## src/rtl/symbolic_mode_parser_defines.svh

```systemverilog
// Assertion macros for the symbolic mode parser.
// Included by symbolic_mode_parser.sv, which carries the concurrent checks; no dependencies.
`ifndef SYMBOLIC_MODE_PARSER_DEFINES_SVH
`define SYMBOLIC_MODE_PARSER_DEFINES_SVH

// Clocked check with asynchronous active-low reset and a caller message.
`define SMP_ASSERT_MSG(label, clk, rst_n, prop, msg) \
  label: assert property (@(posedge clk) disable iff (!rst_n) (prop)) \
    else $error(msg);

// Same check with a stock message.
`define SMP_ASSERT(label, clk, rst_n, prop) \
  `SMP_ASSERT_MSG(label, clk, rst_n, prop, "symbolic mode parser check failed")

`endif

```

## src/rtl/smp_pkg.sv

```systemverilog
// Types and constants for the symbolic mode parser.
// Used by smp_parser and symbolic_mode_parser; no dependencies.
`default_nettype none

package smp_pkg;

  // Parser phase, one-hot
  typedef enum logic [6:0] {
    PH_OCTAL = 7'b0000001,
    PH_WHO   = 7'b0000010,
    PH_OP    = 7'b0000100,
    PH_SRC   = 7'b0001000,
    PH_PERM  = 7'b0010000,
    PH_SKIP  = 7'b0100000,
    PH_DONE  = 7'b1000000
  } phase_e;

  typedef enum logic [1:0] {
    OP_NONE = 2'd0,
    OP_ADD  = 2'd1,
    OP_SUB  = 2'd2,
    OP_SET  = 2'd3
  } op_e;

  localparam logic [11:0] M_USER   = 12'o5700;
  localparam logic [11:0] M_GROUP  = 12'o2070;
  localparam logic [11:0] M_OTHER  = 12'o0007;
  localparam logic [11:0] M_ALL    = 12'o1777;
  localparam logic [11:0] M_READ   = 12'o0444;
  localparam logic [11:0] M_WRITE  = 12'o0222;
  localparam logic [11:0] M_EXEC   = 12'o0111;
  localparam logic [11:0] M_SETID  = 12'o6000;
  localparam logic [11:0] M_STICKY = 12'o1000;
  localparam logic [15:0] M_ISDIR  = 16'o040000;

  localparam logic [8:0] UMASK_RESET = 9'o022;

  typedef struct packed {
    logic [7:0]  ch;
    logic        start_req;
    logic [15:0] orig_mode;
  } in_t;

  typedef struct packed {
    logic [15:0] new_mode;
    logic        invalid;
  } out_t;

  // Outcome of one parser step
  typedef struct packed {
    logic emit;
    out_t result;
  } step_t;

endpackage

`default_nettype wire

```

## src/rtl/smp_parser.sv

```systemverilog
// Parser state registers and the combinational step logic for one character.
// Depends on smp_pkg.
`default_nettype none

module smp_parser (
  input  wire logic          clk_i,
  input  wire logic          rst_ni,
  input  wire logic          fire_i,
  input  wire smp_pkg::in_t  item_i,
  input  wire logic [8:0]    umask_i,
  output smp_pkg::step_t     step_o
);

  typedef struct packed {
    smp_pkg::phase_e phase;
    logic [15:0]     octal_value;
    logic [11:0]     who_mask;
    smp_pkg::op_e    pending_op;
    logic [11:0]     perm_bits;
    logic [15:0]     work_mode;
    logic            error_seen;
  } state_t;

  state_t state_q, state_d;

  function automatic logic [15:0] apply_op(logic [15:0] wm, logic [11:0] who,
                                           logic [11:0] perm, smp_pkg::op_e op);
    logic [15:0] sel;
    logic [15:0] res;
    sel = {4'b0, perm & who};
    res = wm;
    unique case (op)
      smp_pkg::OP_NONE: res = wm;
      smp_pkg::OP_ADD:  res = wm | sel;
      smp_pkg::OP_SUB:  res = wm & ~sel;
      smp_pkg::OP_SET:  res = (wm & ~{4'b0, who}) | sel;
    endcase
    return res;
  endfunction

  // Copy source: source triplet (plus any setid or sticky bit its mask shifts into the rwx window) into u, g and o
  function automatic logic [11:0] copy_bits(logic [7:0] c, logic [15:0] wm);
    logic [11:0] t;
    if (c == "u") begin
      t = 12'((wm[11:0] & smp_pkg::M_USER) >> 6);
    end else if (c == "g") begin
      t = 12'((wm[11:0] & smp_pkg::M_GROUP) >> 3);
    end else begin
      t = wm[11:0] & smp_pkg::M_OTHER;
    end
    t = t & (smp_pkg::M_READ | smp_pkg::M_WRITE | smp_pkg::M_EXEC);
    return t | (t << 3) | (t << 6);
  endfunction

  logic [7:0] ch;
  logic       go_who, go_perm, go_op;
  logic       is_who, is_perm, is_src, is_digit;

  assign ch       = item_i.ch;
  assign is_digit = (ch >= "0") && (ch <= "7");
  assign is_who   = (ch == "u") || (ch == "g") || (ch == "o") || (ch == "a");
  assign is_src   = (ch == "u") || (ch == "g") || (ch == "o");
  assign is_perm  = (ch == "r") || (ch == "w") || (ch == "x") || (ch == "X") ||
                    (ch == "s") || (ch == "t");

  always_comb begin
    state_d = state_q;
    if (item_i.start_req) begin
      state_d.phase       = smp_pkg::PH_OCTAL;
      state_d.octal_value = '0;
      state_d.who_mask    = '0;
      state_d.pending_op  = smp_pkg::OP_NONE;
      state_d.perm_bits   = '0;
      state_d.work_mode   = item_i.orig_mode;
      state_d.error_seen  = 1'b0;
    end
    step_o  = '0;
    go_who  = 1'b0;
    go_perm = 1'b0;
    go_op   = 1'b0;

    unique case (state_d.phase)
      smp_pkg::PH_OCTAL: begin
        if (is_digit) begin
          state_d.octal_value = {state_d.octal_value[12:0], ch[2:0]};
        end else if (ch == 8'd0) begin
          step_o.emit            = 1'b1;
          step_o.result.new_mode = state_d.octal_value;
          state_d.phase          = smp_pkg::PH_DONE;
        end else begin
          state_d.who_mask = '0;
          go_who           = 1'b1;
        end
      end
      smp_pkg::PH_WHO:  go_who = 1'b1;
      smp_pkg::PH_OP:   go_op  = 1'b1;
      smp_pkg::PH_SRC: begin
        if (is_src) begin
          state_d.perm_bits  = copy_bits(ch, state_d.work_mode);
          state_d.work_mode  = apply_op(state_d.work_mode, state_d.who_mask,
                                        state_d.perm_bits, state_d.pending_op);
          state_d.pending_op = smp_pkg::OP_NONE;
          state_d.phase      = smp_pkg::PH_OP;
        end else begin
          go_perm = 1'b1;
        end
      end
      smp_pkg::PH_PERM: go_perm = 1'b1;
      smp_pkg::PH_SKIP: begin
        if (ch == 8'd0) begin
          step_o.emit            = 1'b1;
          step_o.result.new_mode = state_d.work_mode;
          step_o.result.invalid  = state_d.error_seen;
          state_d.phase          = smp_pkg::PH_DONE;
        end
      end
      smp_pkg::PH_DONE: ;
      default: ;
    endcase

    if (go_who) begin
      if (is_who) begin
        priority if (ch == "u") state_d.who_mask = state_d.who_mask | smp_pkg::M_USER;
        else if (ch == "g")     state_d.who_mask = state_d.who_mask | smp_pkg::M_GROUP;
        else if (ch == "o")     state_d.who_mask = state_d.who_mask | smp_pkg::M_OTHER;
        else                    state_d.who_mask = state_d.who_mask | smp_pkg::M_ALL;
        state_d.phase = smp_pkg::PH_WHO;
      end else begin
        if (state_d.who_mask == '0) begin
          state_d.who_mask = smp_pkg::M_ALL & ~{3'b0, umask_i};
        end
        go_op = 1'b1;
      end
    end

    if (go_perm) begin
      if (is_perm) begin
        priority if (ch == "r") state_d.perm_bits = state_d.perm_bits | smp_pkg::M_READ;
        else if (ch == "w")     state_d.perm_bits = state_d.perm_bits | smp_pkg::M_WRITE;
        else if (ch == "x")     state_d.perm_bits = state_d.perm_bits | smp_pkg::M_EXEC;
        else if (ch == "X") begin
          if ((state_d.work_mode & smp_pkg::M_ISDIR) != '0 ||
              (state_d.work_mode[11:0] & smp_pkg::M_EXEC) != '0) begin
            state_d.perm_bits = state_d.perm_bits | smp_pkg::M_EXEC;
          end
        end
        else if (ch == "s")     state_d.perm_bits = state_d.perm_bits | smp_pkg::M_SETID;
        else                    state_d.perm_bits = state_d.perm_bits | smp_pkg::M_STICKY;
        state_d.phase = smp_pkg::PH_PERM;
      end else begin
        state_d.work_mode  = apply_op(state_d.work_mode, state_d.who_mask,
                                      state_d.perm_bits, state_d.pending_op);
        state_d.pending_op = smp_pkg::OP_NONE;
        go_op              = 1'b1;
      end
    end

    if (go_op) begin
      if (ch == "+" || ch == "-" || ch == "=") begin
        priority if (ch == "+") state_d.pending_op = smp_pkg::OP_ADD;
        else if (ch == "-")     state_d.pending_op = smp_pkg::OP_SUB;
        else                    state_d.pending_op = smp_pkg::OP_SET;
        state_d.perm_bits = '0;
        state_d.phase     = smp_pkg::PH_SRC;
      end else if (ch == ",") begin
        state_d.who_mask = '0;
        state_d.phase    = smp_pkg::PH_WHO;
      end else if (ch == 8'd0) begin
        step_o.emit            = 1'b1;
        step_o.result.new_mode = state_d.work_mode;
        step_o.result.invalid  = 1'b0;
        state_d.phase          = smp_pkg::PH_DONE;
      end else begin
        state_d.error_seen = 1'b1;
        state_d.phase      = smp_pkg::PH_SKIP;
      end
    end
  end

  always_ff @(posedge clk_i or negedge rst_ni) begin
    if (!rst_ni) begin
      state_q.phase       <= smp_pkg::PH_OCTAL;
      state_q.octal_value <= '0;
      state_q.who_mask    <= '0;
      state_q.pending_op  <= smp_pkg::OP_NONE;
      state_q.perm_bits   <= '0;
      state_q.work_mode   <= '0;
      state_q.error_seen  <= 1'b0;
    end else if (fire_i) begin
      state_q <= state_d;
    end
  end

endmodule

`default_nettype wire

```

## src/rtl/symbolic_mode_parser.sv

```systemverilog
// A NUL character's result goes through the input and result registers to out_valid_o.
// One character per cycle, set by the parser step on its state, unless a result is held.
// Input register, parser step and result register; the result register parts the channels.
// Reset (rst_ni, async, active low): parser in octal phase with zero mode, umask 0022,
// both pipeline registers empty.
// Depends on smp_pkg, smp_parser and symbolic_mode_parser_defines.svh.
`default_nettype none
`include "symbolic_mode_parser_defines.svh"

module symbolic_mode_parser (
  input  wire logic          clk_i,
  input  wire logic          rst_ni,
  input  wire logic          in_valid_i,
  output logic               in_ready_o,
  input  wire smp_pkg::in_t  in_item_i,
  output logic               out_valid_o,
  input  wire logic          out_ready_i,
  output smp_pkg::out_t      out_item_o,
  input  wire logic          cfg_we_i,
  input  wire logic [8:0]    cfg_wdata_i
);

  logic           s1_valid_q;
  smp_pkg::in_t   s1_item_q;
  logic           out_valid_q;
  smp_pkg::out_t  out_item_q;
  logic [8:0]     umask_q;
  smp_pkg::step_t step;
  logic           out_free, s1_fire, out_load;

  smp_parser u_parser (
    .clk_i   (clk_i),
    .rst_ni  (rst_ni),
    .fire_i  (s1_fire),
    .item_i  (s1_item_q),
    .umask_i (umask_q),
    .step_o  (step)
  );

  assign out_free   = !out_valid_q || out_ready_i;
  assign s1_fire    = s1_valid_q && (!step.emit || out_free);
  assign out_load   = s1_fire && step.emit;
  assign in_ready_o = !s1_valid_q || s1_fire;

  assign out_valid_o = out_valid_q;
  assign out_item_o  = out_item_q;

  always_ff @(posedge clk_i or negedge rst_ni) begin
    if (!rst_ni) begin
      umask_q <= smp_pkg::UMASK_RESET;
    end else if (cfg_we_i) begin
      umask_q <= cfg_wdata_i;
    end
  end

  always_ff @(posedge clk_i or negedge rst_ni) begin
    if (!rst_ni) begin
      s1_valid_q <= 1'b0;
    end else if (in_ready_o) begin
      s1_valid_q <= in_valid_i;
    end
  end

  always_ff @(posedge clk_i) begin
    if (in_ready_o && in_valid_i) begin
      s1_item_q <= in_item_i;
    end
  end

  always_ff @(posedge clk_i or negedge rst_ni) begin
    if (!rst_ni) begin
      out_valid_q <= 1'b0;
    end else if (out_load) begin
      out_valid_q <= 1'b1;
    end else if (out_ready_i) begin
      out_valid_q <= 1'b0;
    end
  end

  always_ff @(posedge clk_i) begin
    if (out_load) begin
      out_item_q <= step.result;
    end
  end

  // A blocked character stays in the input register untouched
  `SMP_ASSERT(a_s1_hold, clk_i, rst_ni,
              s1_valid_q && !s1_fire |=> s1_valid_q && $stable(s1_item_q))
  // A finishing character always lands in the result register
  `SMP_ASSERT(a_emit_lands, clk_i, rst_ni, out_load |=> out_valid_q)
  // Input stalls only behind a result that cannot move
  `SMP_ASSERT_MSG(a_stall_cause, clk_i, rst_ni,
                  !in_ready_o |-> s1_valid_q && step.emit && out_valid_q && !out_ready_i,
                  "input stalled without a blocked result")

endmodule

`default_nettype wire

```

## config.mk

```make
export PLATFORM = sky130hd
export DESIGN_NAME = symbolic_mode_parser
export DESIGN_NICKNAME = d
export VERILOG_FILES = /design/src/rtl/smp_pkg.sv /design/src/rtl/smp_parser.sv /design/src/rtl/symbolic_mode_parser.sv
export VERILOG_INCLUDE_DIRS = /design/src /design/src/rtl
export SDC_FILE = /design/constraint.sdc
export NUM_CORES = 1
export LEC_CHECK = 0
export BUFFER_PORTS_ARGS = -buffer_cell sky130_fd_sc_hd__buf_4
export CORE_MARGIN = 2
export CORE_UTILIZATION = 61
export DETAILED_ROUTE_END_ITERATION = 16
export PLACE_DENSITY_LB_ADDON = 0.05
export SLEW_MARGIN = 20
export SYNTH_ARGS = -nofsm -noshare
export SYNTH_HDL_FRONTEND = slang
export SYNTH_SLANG_ARGS = --single-unit
```

## constraint.sdc

```tcl
create_clock -name clk_i -period 3.6 [get_ports clk_i]
set_input_delay 0.54 -clock clk_i [delete_from_list [all_inputs] [get_ports clk_i]]
set_output_delay 0.54 -clock clk_i [all_outputs]
set_load 0.02 [all_outputs]
```

# Word-level counts from Yosys, hierarchy flattened
# Index checks and enable logic that the tools add are counted.
# classes
order_cmp	2
eq_ne	26
n_mux	72
n_bitwise	17
n_reduce_logical	27
# op_table
operator	count
$mux W12	14
$pmux W16 S4	2
$mux W18	5
$mux W30	3
$mux W7	12
$eq A8 B7 Y1 const B	10
$mux W66	1
$and A16 B16 Y16	4
$not A12 Y16	4
$or A16 B12 Y16	4
$mux W17	2
$pmux W17 S2	1
$eq A8 B6 Y1 const B	4
$mux W16	2
$mux W28	1
$mux W9	3
$mux W26	1
$and A12 B12 Y12	2
$pmux W7 S3	1
$mux W1	16
$logic_or A1 B1 Y1	14
$mux W14	1
$logic_not A12 Y1	1
$or A12 B12 Y12	1
other kinds (23)	35
# word_totals
ff_bits	119
inputBits	39
out_inout_bits	19
elab_cells	159

# Longest topological paths before layout
# depth
depth_word	31
mapped_depth	11
mapped_depth_nobuf	8

# Modules after synthesis
# Synthesis repeated with hierarchy kept, for this count alone.
# hier_totals
cells_unflattened	670
hier_area_um2	6801.5
# by_module_without_submodules
mod	instances	cells_each	area_each_um2	seq_area_each_um2
smp_parser	1	599	5059.9	1652.8
symbolic_mode_parser	1	71	1741.7	1539.0

# Worst setup path before layout
# OpenSTA, ideal clock, no wires.
# synth_timing
kind	register to register
from	register u_parser.state_q[59] (netlist name)
to	register s1_item_q[0] (netlist name) (enable)
setup_ps	367
arrival_ps	2907
t_required_ps	3233
path_slack_ps	326
stages_incl_launch_ff	9
path_buffers	1
synth_period_minus_slack_ps	3274
path_cell_list	dfstp_2 or4b_4 o21ba_1 buf_6 o31ai_4 a21o_1 o31ai_1 or3_1 and2_1
# synth_via
elab_chain_cells	13
elab_cells_between_ends	24
cone_classes	6 x eq/ne; 13 x mux; 5 x reduce/logical
# synth_lines
element	line_no	text
from (decl)	smp_parser.sv:24	state_t state_q, state_d;
from (signal assigned)	smp_parser.sv:190	state_q <= state_d;
$mux W66 (*)	smp_parser.sv:68	if (item_i.start_req) begin
$eq A7 B3 Y1	smp_parser.sv:82	unique case (state_d.phase)
$mux W1	smp_parser.sv:82	
$mux W1	smp_parser.sv:122	if (is_who) begin
$mux W1	smp_parser.sv:121	if (go_who) begin
$mux W1	smp_parser.sv:137	if (is_perm) begin
$mux W1	smp_parser.sv:136	if (go_perm) begin
$mux W18 (*)	smp_parser.sv:158	if (go_op) begin
$logic_not A1 Y1 (*)	symbolic_mode_parser.sv:41	assign s1_fire = s1_valid_q && (!step.emit || out_free);
$logic_or A1 B1 Y1 (*)	symbolic_mode_parser.sv:41	
$logic_and A1 B1 Y1 (*)	symbolic_mode_parser.sv:41	
$logic_or A1 B1 Y1 (*)	symbolic_mode_parser.sv:43	assign in_ready_o = !s1_valid_q || s1_fire;
net in_ready_o	symbolic_mode_parser.sv:14	output logic in_ready_o,
$logic_and A1 B1 Y1 (*)	symbolic_mode_parser.sv:65	if (in_ready_o && in_valid_i) begin
to (signal assigned)	symbolic_mode_parser.sv:66	s1_item_q <= in_item_i;
to (decl)	symbolic_mode_parser.sv:24	smp_pkg::in_t s1_item_q;
# The timed path passes the listed nets; every way through them passes the cells marked *.
# A chain may end at the register's enable or synchronous reset.

# Final worst setup path
# layout_timing
from	register u_parser.state_q[59] (netlist name)
to	output in_ready_o
# layout_via
elab_chain_cells	12
elab_cells_between_ends	23
cone_classes	6 x eq/ne; 13 x mux; 4 x reduce/logical
# layout_lines
element	line_no
$mux W66 (*)	smp_parser.sv:68
$eq A7 B3 Y1	smp_parser.sv:82
$mux W1	smp_parser.sv:82
$mux W1	smp_parser.sv:122
$mux W1	smp_parser.sv:121
$mux W1	smp_parser.sv:137
$mux W1	smp_parser.sv:136
$mux W18 (*)	smp_parser.sv:158
$logic_not A1 Y1 (*)	symbolic_mode_parser.sv:41
$logic_or A1 B1 Y1 (*)	symbolic_mode_parser.sv:41
$logic_and A1 B1 Y1 (*)	symbolic_mode_parser.sv:41
$logic_or A1 B1 Y1 (*)	symbolic_mode_parser.sv:43
to (decl)	symbolic_mode_parser.sv:14
# Every way passes the cells marked *; elsewhere a longest branch is shown, timed or not.

==> key figures <==
Run
  – Max cap viols: 0

Synth
  – Top-count cell post-synth: nand2_1
  – Top cells by count, synth: nand2_1 (95), dfrtp_1 (74), nor2_1 (63), o21ai_0 (53), a21oi_1 (43)
  – Mean cell area of the mapped netlist: 9.43 um2
  – Synthesized Nets: 785
  – Post-synth ARST share: 0.647
  – Adder-cell share of the synthesized area: 0
  – Largest family of logic cells by synthesized area: simple AND/OR/NAND/NOR gates
  – Synth area leader: dfrtp_1
  – Post-synth top area share: 0.263
  – Post-synthesis mux area share: 0.0562
  – Sequential share of the synthesized area: 0.454
  – Synth Area in XOR/XNOR: 0.0137
  – Ys Warns: 0
  – Compound-Gate Fraction of Synth Area: 0.223
  – Synth Instances: 746
  – Post-Synth Simple-Gate Area: 0.223
  – Synthesis-stage register bit count: 119
  – EDFF count, synth: 42
  – Cell variety after synth: 82
  – Top cells by area, synth: dfrtp_1 (26%), edfxtp_1 (18%), nand2_1 (5.1%), mux2_2 (4.5%), o21ai_0 (3.8%)
  – Main flop type after synthesis: dfrtp_1
  – Netlist Area Pre-Place: 0.00704 mm2

STA
  – Slew at the pin closest to its max-slew limit: 0.958 ns
  – Period utilization: 0.977
  – Setup Skew: 0.00840 ns
  – Final worst slack: 0.0810 ns
  – Setup Viol. Count Final: 0
  – Slew Limit Fails: 0
  – Worst Hold Margin: 0.141 ns
  – Rel. slew slack: 0.355
  – Final hold violations: 0
  – Fmax: 284 MHz
  – Fin crit period: 3.52 ns

Detailed routing
  – Residual DRC count: 0
  – Vias/cell: 7.20
  – DR iter-0 viols: 1197
  – Vias after detailed routing: 7107
  – Routed Antenna Nets: 0
  – Drt total wl: 25700 um
  – DR pass1 iterations: 7
  – Routed len/inst: 26.0 um

CTS
  – Quantity of hold-fixing buffers added after cts: 0
  – Clk sinks: 119
  – Num CTS Buffers: 17
  – Clock Path Buffers: 2
  – Reg clk slew, reported paths: 0.06 ns
  – CTS tree: built
  – Worst skew pair latency: 0.43 ns
  – CTS root buffer: clkbuf_16
  – Max H-tree Level: 4

Die
  – Initial core utilization: 0.621
  – Die Span X: 111 um
  – Die height: 111 um
  – Cell row count: 39
  – Die footprint: 0.0124 mm2
  – Core ar.: 0.0113 mm2
  – I/O Pins: 58

Power and ir drop
  – Max IR drop VDD: 436 uV
  – Pleak: 3.49 nW
  – Total Power: 0.00427 W
  – Cell Pwr Density: 499 mW/mm2

Global route
  – Initial antenna violation count: 1
  – Largest net degree at the start of global routing: 78
  – Number of global-route vias before repair: 6614
  – GRT Residual Overflow: 0
  – Total track usage: 0.418
  – First-pass GRT wire length: 39000 um

Critical path
  – CP Max Fanout: 8
  – Startpoint Class: flop
  – WP data required: 3.06 ns
  – Critical path class: flop to output pin
  – Crit path capture type: output pin
  – Arr. time, crit path: 2.98 ns
  – Reg2Reg Depth: 9

Cells and area
  – Area grow syn2layout: 21.6%
  – Core Util, Final: 0.755
  – Design area: 0.00855 mm2
  – Share of cells above drive strength 1: 0.223
  – Nets: 870
  – Diodes inserted: 0

Placement
  – Final GP Congestion: 1.07
  – Number of port buffers: 57
  – Post-DP Area: 0.00790 mm2
  – Worst slack, placed: 0.261 ns
  – DP Wirelength: 18700 um

Outcome
  – Status: finished clean

Worst hold path
  – Hold Crit Class: input port to asynchronous set/reset pin
-- placed cells by master (no fill, tap or decap), types with 7 or more instances in the layout --
| master | count |
|---|---|
| buf_4 | 103 |
| nor4_1 | 7 |
| or3_1 | 7 |
| nor2_1 | 62 |
| and4b_1 | 7 |
| nand4_1 | 10 |
| and3_1 | 19 |
| nand2_1 | 94 |
| inv_1 | 7 |
| a22o_1 | 10 |
| clkbuf_16 | 17 |
| o211ai_1 | 10 |
| a211oi_1 | 11 |
| nor3_1 | 22 |
| o21ai_0 | 53 |
| mux2i_1 | 8 |
| nand2b_1 | 11 |
| a21oi_1 | 43 |
| o31ai_1 | 16 |
| nand3_1 | 15 |
| nor2b_1 | 13 |
| edfxtp_1 | 42 |
| a31oi_1 | 8 |
| mux2_2 | 28 |
| a22oi_1 | 14 |
| dfrtp_1 | 74 |
-- per-stage QoR --
stage / std cells / setup TNS [ns]
after global routing: 987 / -0.0142
final: 987 / 0
after detailed placement: 952 / 0
after floorplan: 746 / 0
after global placement: 952 / 0
after CTS: 987 / 0
-- logic make-up (layout without fill, tap and decap cells) --
kind of cell              after synthesis  after routing
muxes                                  36             36
DFF                                   119            119
and+or+nand+nor                       302            302
buffers and inverters                  50            148
AOI/OAI and AO/OA                     228            228
xor gates and xnor gates               11             11
-- worst max-delay path: stages, from the launching register on --
cell and delay, ns:
dfstp_2 0.58, or4b_4 0.50, o21ba_1 0.30, o31ai_4 0.23, a21o_1 0.24, o31ai_2 0.12
or3_1 0.42, buf_4 0.18
-- what timing repair did --
action | in CTS | in global routing
cloned | 0 | 0
gates resized for setup | 0 | 3
buffers inserted | 3 | 0
setup endpoints to repair | 1 | 1
pin swaps | 1 | 0
-- path summary, 6_finish.rpt --
path	start	endpoint	slack [ns]
max	u_parser.state_q[59]	in_ready_o	0.08
min	rst_ni	u_parser.state_q[40]	0.14
max in group asynchronous	rst_ni	u_parser.state_q[7]	2.93
min in group clk_i	in_item_i[15]	s1_item_q[15]	0.29
max reg2reg	s1_item_q[20]	out_item_o[2]	0.19
min reg2reg	u_parser.state_q[28]	u_parser.state_q[28]	0.48
-- cell type report --
class                   count  area (um2)
clock buffers              24         492
clock inverters             8         121
fillers                   788        2770
inverters                   7        26.3
multi-input cells         577        3660
flip-flops and latches    119        3190
well taps                 143         179
repair buffers            109         885
-- registers in the layout, indices dropped and copies added (netlist names) --
signal            count
out_item_o           17
out_valid_o           1
s1_item_q            25
s1_valid_q            1
u_parser.state_q     66
umask_q               9
-- power by group --
part	switching, W	total, W	internal [W]
combinational	0.000480	0.000801	0.000322
clock	0.000611	0.00177	0.00116
sequential	0.000167	0.00170	0.00153
total	0.00126	0.00427	0.00301
-- per-layer routing --
layer | share of wire | GRT usage | wire length, um
met1 | 0.38 | 0.572 | 9690
met2 | 0.43 | 0.608 | 11100
met3 | 0.14 | 0.148 | 3710
met4 | 0.046 | 0.178 | 1190
met5 | 0 | 0 | 0
(Power assumes the default switching activity.)
